[config.mk]
export PLATFORM = sky130hd
export DESIGN_NAME = llf_cell
export DESIGN_NICKNAME = d
export VERILOG_FILES = /design/src/sv/llf_pkg.sv /design/src/sv/llf_cell.sv
export SDC_FILE = /design/constraint.sdc
export NUM_CORES = 1
export LEC_CHECK = 0
export BUFFER_PORTS_ARGS = -buffer_cell sky130_fd_sc_hd__buf_2
export CORE_UTILIZATION = 50
export CTS_CLUSTER_DIAMETER = 200
export DETAILED_ROUTE_END_ITERATION = 10
export PLACE_DENSITY_LB_ADDON = 0.1
export SYNTH_ARGS = -nofsm -noshare
export SYNTH_HDL_FRONTEND = slang
export SYNTH_SLANG_ARGS = --single-unit
[constraint.sdc]
create_clock -name clk_i -period 9.25 [get_ports clk_i]
set_input_delay 0.925 -clock clk_i [delete_from_list [all_inputs] [get_ports clk_i]]
set_output_delay 0.925 -clock clk_i [all_outputs]
set_load 0.02 [all_outputs]
[src/sv/llf_pkg.sv]
// llf_pkg: shared constants and the elaboration-time builder for the tanh table
// used by the ladder lowpass filter core and its table module
// no dependencies
package llf_pkg;

  // configuration register indexes
  localparam logic CFG_STAGE_COEFF = 1'b0;
  localparam logic CFG_RESONANCE   = 1'b1;

  // register widths and reset values
  localparam int          COEFF_W     = 16;
  localparam int          RES_W       = 17;
  localparam logic [15:0] COEFF_RESET = 16'd6554;
  localparam logic [16:0] RES_RESET   = 17'd0;
  localparam logic [16:0] RES_ONE     = 17'h10000;

  // unity in the Q30 format of the table builder
  localparam logic [63:0] ONE_Q30 = 64'd1 << 30;

  // restoring long division, only evaluated while building constants
  function automatic logic [63:0] udiv64(input logic [63:0] num, input logic [63:0] den);
    logic [63:0] quo;
    logic [63:0] rem;
    quo = '0;
    rem = '0;
    for (int b = 63; b >= 0; b--) begin
      rem = {rem[62:0], num[b]};
      if (rem >= den) begin
        rem    = rem - den;
        quo[b] = 1'b1;
      end
    end
    return quo;
  endfunction

  // table entry idx: tanh(8*idx/depth) in Q1.frac
  // exp(-2x) from a short series on 2x/256, squared eight times
  function automatic logic [63:0] sat_entry(input int idx, input int depth, input int frac);
    logic [63:0] y;
    logic [63:0] a;
    logic [63:0] t2;
    logic [63:0] t3;
    logic [63:0] t4;
    logic [63:0] e;
    logic [63:0] num;
    logic [63:0] den;
    y  = udiv64(64'(idx) << 34, 64'(depth));
    a  = y >> 8;
    t2 = ((a * a) >> 30) >> 1;
    t3 = ((t2 * a) >> 30) / 64'd3;
    t4 = ((t3 * a) >> 30) >> 2;
    e  = ONE_Q30 + t2 + t4 - a - t3;
    for (int k = 0; k < 8; k++) begin
      e = (e * e + (64'd1 << 29)) >> 30;
    end
    num = (ONE_Q30 - e) << frac;
    den = ONE_Q30 + e;
    return udiv64(num + (den >> 1), den);
  endfunction

endpackage

[src/sv/llf_cell.sv]
// llf_cell: one one-pole lowpass cell of the ladder, z += round(g*(x - z))
// depends on llf_pkg (coefficient width)
module llf_cell import llf_pkg::*; #(
  parameter int STATE_BITS = 24
) (
  input  logic                         clk_i,
  input  logic                         rst_ni,
  input  logic [COEFF_W-1:0]           coeff_i,
  input  logic                         en_i,
  input  logic signed [STATE_BITS:0]   x_i,
  output logic                         en_o,
  output logic signed [STATE_BITS-1:0] z_o
);

  localparam int DW = STATE_BITS + 2;
  localparam int PW = STATE_BITS + 19;

  logic signed [STATE_BITS-1:0] z_q, z_d;
  logic                         tok_q;
  logic signed [DW-1:0]         diff;
  logic signed [PW-1:0]         prod;
  logic signed [PW-1:0]         rnd;

  // step toward the input, rounded to nearest with ties upward
  always_comb begin
    diff = DW'(x_i) - DW'(z_q);
    prod = PW'($signed({1'b0, coeff_i})) * PW'(diff);
    rnd  = prod + PW'(32768);
    z_d  = z_q + rnd[STATE_BITS+15:16];
  end

  // stage state and the token handed to the next cell
  always_ff @(posedge clk_i or negedge rst_ni) begin
    if (!rst_ni) begin
      z_q   <= '0;
      tok_q <= 1'b0;
    end else begin
      tok_q <= en_i;
      if (en_i) begin
        z_q <= z_d;
      end
    end
  end

  assign en_o = tok_q;
  assign z_o  = z_q;

endmodule

Word level (Yosys, flattened, before mapping) --
Index checks and enable logic that the tools add are counted.
Storage, ports and cells: flip-flop bits (word level) 25, bits of input ports 44, output and inout bits 25, logic and storage cells 6
Operators by class: add/subtract/negate cells 3, $mul 1
Operators by type and width (count):
- $add A40 B17 Y40 const B | 1
- $mul A17 B26 Y40 | 1
- $sub A25 B24 Y26 | 1
- $add A24 B24 Y24 | 1

Longest topological paths before layout --
depth in word-level cells 4, gate-level depth with buffers 49, gate-level depth less buffers 48

Worst setup path before layout --
Ideal clock, no wire load.
path kind input -> register, start point input x_i[3], end point register z_q[23] (netlist: z_o[23]), library setup time 80 ps, arrival time 10502 ps, required time 9170 ps, setup slack -1331 ps, stages 45, buffers on the path 1, cell sequence ha_1 > and2_1 > o21ai_0 > nand3b_1 > a211oi_1 > o21bai_1 > a21oi_1 > o21bai_1 > a21oi_1 > xnor2_1 > clkbuf_1 > and2_1 > fa_1 > inv_1 > fa_1 > inv_1 > fa_1 > inv_1 > (+9 left out) > a21oi_1 > o21ai_0 > a21oi_1 > inv_1 > a21oi_1 > xnor2_1 > ha_1 > a2111oi_0 > nand3b_1 > a211oi_1 > o31ai_1 > nand2_1 > o21a_1 > o21ai_0 > o211ai_1 > xnor3_1 > nor2b_2 > xnor2_1
On the way: longest elaborated chain between the ends 4
RTL lines:
- start, declared | RTL line llf_cell.sv:10 | input logic signed [STATE_BITS:0] x_i,
- $sub A25 B24 Y26 | RTL line llf_cell.sv:26 | diff = DW'(x_i) - DW'(z_q);
- $mul A17 B26 Y40 | RTL line llf_cell.sv:27 | prod = PW'($signed({1'b0, coeff_i})) * PW'(diff);
- $add A40 B17 Y40 | RTL line llf_cell.sv:28 | rnd = prod + PW'(32768);
- $add A24 B24 Y24 | RTL line llf_cell.sv:29 | z_d = z_q + rnd[STATE_BITS+15:16];
- end signal, assigned | RTL line llf_cell.sv:40 | z_q <= z_d;
- end, declared | RTL line llf_cell.sv:18 | logic signed [STATE_BITS-1:0] z_q, z_d;
No other way between the ends. A chain may end at the register's enable or synchronous reset.

Worst setup path in the final report --
start point input x_i[0], end point register z_q[21] (netlist: z_o[21])
The elaborated chain is that of the path after synthesis.

==> out/qor.txt <==
Async S/R FF share, synth: 1.00
reg2reg path depth: 46
synthesis-to-finish area growth: 25.3%
Yosys cell types: 72
Yosys warning count: 0
clock root buffer: clkbuf_16
Worst slew margin: 0.461
CP required: 9.39 ns
Reg clk slew, reported paths: 0.08 ns
CP most frequent cell: fa_1
transition time at the pin with the least slew margin: 0.809 ns
htree depth: 1
post-synthesis sequential area ratio: 0.0353
Crit. Startpoint: x_i[0]
top_reg_cell synth: dfrtp_1
placed instance area: 21,100 µm²
area occupied by multi-input gates: 15,900 µm²
Crit. End Element: flip-flop
Final Critical Period: 10.01 ns
Die W: 190 µm
WS Path Type: input port to flip-flop
clock skew: 0.00307 ns
drt wl/cell: 16.9 µm
RSZ-0062 raised after global routing: yes
initial antenna violation count: 0
Ant. Diodes: 0
Std-Cell Rows: 68
Setup Viol. Count Final: 10
Seq. cell area: 626 µm²
worst reg2reg setup slack: -0.44 ns
share of layout cells above drive strength 1: 0.261
total grt overflow: 0
Die Y: 190 µm
Global Route Usage Sum: 0.276
CTS max path bufs: 2
Design Area, Final: 22,200 µm²
first-pass GRT wire length: 78,400 µm
# hold bufs at CTS: 0
Worst Hold Endpoint: z_o[4]$_DFFE_PN0P_
post-synthesis cell count: 2,005
Ports: 69
Crit-path slowest cell: fa_1
Synth Net Count: 2,604
1st-pass router iterations: 5
vias: 14,169
GPL Wtd Cong: 0.935
post-synth top area share: 0.435
Routed Wire Length: 47,500 µm
synthesized area: 17,700 µm²
pin count of the biggest net entering global routing: 43
period utilisation layout: 1.08
HPWL after DPL: 40,600 µm
Worst Hold Class: flip-flop to flip-flop
crit-path max FO: 3
Post-synth EDFFs: 0
Num CTS Buffers: 3
Yosys top cell by area: fa_1
CP max stage delay: 0.54 ns
ANT nets after route: 0
worst hold slack: 0.582 ns
Crit Reg-Reg Startpoint: z_o[1]$_DFFE_PN0P_
hold_sp: z_o[4]$_DFFE_PN0P_
initial DRC count: 499
vias in the first global route: 15,570
Max Cap Viol: 0
Synth Register Bits: 25
final worst setup slack: -0.764 ns
I/O Buffers: 68
DIE AREA: 36,200 µm²
Nets: 2,960
dpl ws: -1.46 ns
Clock Sink Count: 25
final-report max-slew violation count: 0
critical path launch point type: input port
drt drc: 0
final hold viol count: 0
fmax: 0.0999 GHz
fill count: 3,022
FF-to-FF End: z_o[21]$_DFFE_PN0P_
Critical Path AT: 10.15 ns
Syn Area/Cell: 8.85 µm²
failing checks: setup timing
initial core utilization: 0.511
hold depth: 2
Worst-Skew Late Latency: 0.28 ns
CTS tree: built
vias per cell: 5.03
most area-consuming cells after synthesis: fa_1 44%, ha_1 12%, inv_1 11%
core area: 34,700 µm²
run status: finished with violations
worst max-delay path: cells and delay by family:
kind | cells | cell delay (ns)
xor gates and xnor gates | 3 | 0.40
adders and majority gates | 10 | 4.07
and+or+nand+nor | 10 | 1.16
buffers and inverters | 8 | 0.57
muxes | 1 | 0.09
AOI/OAI and AO/OA | 16 | 2.98
through the flow:
| step | cells | utilization | TNS, ns |
|---|---|---|---|
| global route | 2815 | 0.641 | -9.43 |
| global placement | 2776 | 0.607 | -11.22 |
| finish | 2815 | 0.641 | -4.87 |
| floorplan | 2005 | - | -2.03 |
| CTS | 2798 | 0.624 | -3.40 |
| detailed placement | 2776 | 0.607 | -12.84 |
sequential cells by signal, indices dropped and copies added (netlist names):
signal,cells
en_o,1
z_o,24
layer usage:
layer	share of wire	GRT usage	vias to the layer above
met5	0	0	-
met3	0.024	0.0186	68
met1	0.42	0.344	7209
met2	0.53	0.514	213
met4	0.029	0.0729	0
li1	-	-	6679
layout make-up:
type                       instances  share of cell area
clock buffer                       3             0.00338
clock inverter                     1            0.000225
inverter                         520              0.0883
multi-input combinational       1394               0.716
sequential                        25              0.0281
tap                              455              0.0256
timing repair buffer             417               0.138
synth_stat cells, types with 5 or more instances:
library cell / number
nor2b_1: 29
nor2_1: 45
o21a_1: 15
and3_1: 15
o21bai_1: 8
ha_1: 169
nor3_1: 10
xnor2_1: 54
a21oi_1: 51
nand3_1: 10
clkbuf_1: 61
inv_1: 520
nand2b_1: 16
nand2_1: 188
or3b_1: 5
dfrtp_1: 25
xor2_1: 17
and2_1: 210
nor3b_2: 10
a211oi_1: 7
a21o_1: 22
o21ai_0: 42
fa_1: 386
worst max-delay path by stage:
stage                                to  slack [ns]  cells after the start
floorplan           z_o[23]$_DFFE_PN0P_       -0.61                     44
global placement    z_o[23]$_DFFE_PN0P_       -1.24                     45
detailed placement  z_o[23]$_DFFE_PN0P_       -1.46                     45
CTS                 z_o[23]$_DFFE_PN0P_       -0.59                     49
global route        z_o[21]$_DFFE_PN0P_       -1.11                     48
finish              z_o[21]$_DFFE_PN0P_       -0.76                     48
cell families after synthesis:
| logic type | count (synthesis) | synth area share |
|---|---|---|
| fa+ha+maj | 555 | 0.555 |
| simple gates | 565 | 0.171 |
| mux | 5 | 0.00289 |
| compound gates | 196 | 0.0744 |
| flops | 25 | 0.0353 |
| buf+inv | 586 | 0.124 |
| xor+xnor | 73 | 0.0376 |
what timing repair did:
action,4_1_cts,5_1_grt
gates cloned,0,0
buffers inserted,18,18
pin swaps,101,50
resized for setup,92,107
setup endpoints to repair,14,18
endpoints found under the hold margin,0,0
cells in the final DEF, fill, tap and decap left out, drive strengths merged, types with 10 or more instances in the layout:
| master | Yosys | final |
|---|---|---|
| a21oi | 52 | 52 |
| and3 | 15 | 15 |
| o21a | 15 | 15 |
| buf | 5 | 417 |
| fa | 386 | 386 |
| and2 | 210 | 210 |
| dfrtp | 25 | 25 |
| nor2b | 30 | 30 |
| xnor2 | 54 | 54 |
| nand3 | 10 | 10 |
| xor2 | 17 | 17 |
| nand2 | 189 | 189 |
| inv | 520 | 520 |
| ha | 169 | 169 |
| nor3 | 11 | 11 |
| nand2b | 16 | 16 |
| nor3b | 14 | 14 |
| nor2 | 45 | 45 |
| o21ai | 44 | 44 |
| a21o | 22 | 22 |
Power is not shown: default switching activity piles up to over one toggle a cycle in this logic, so the estimate is an artifact.
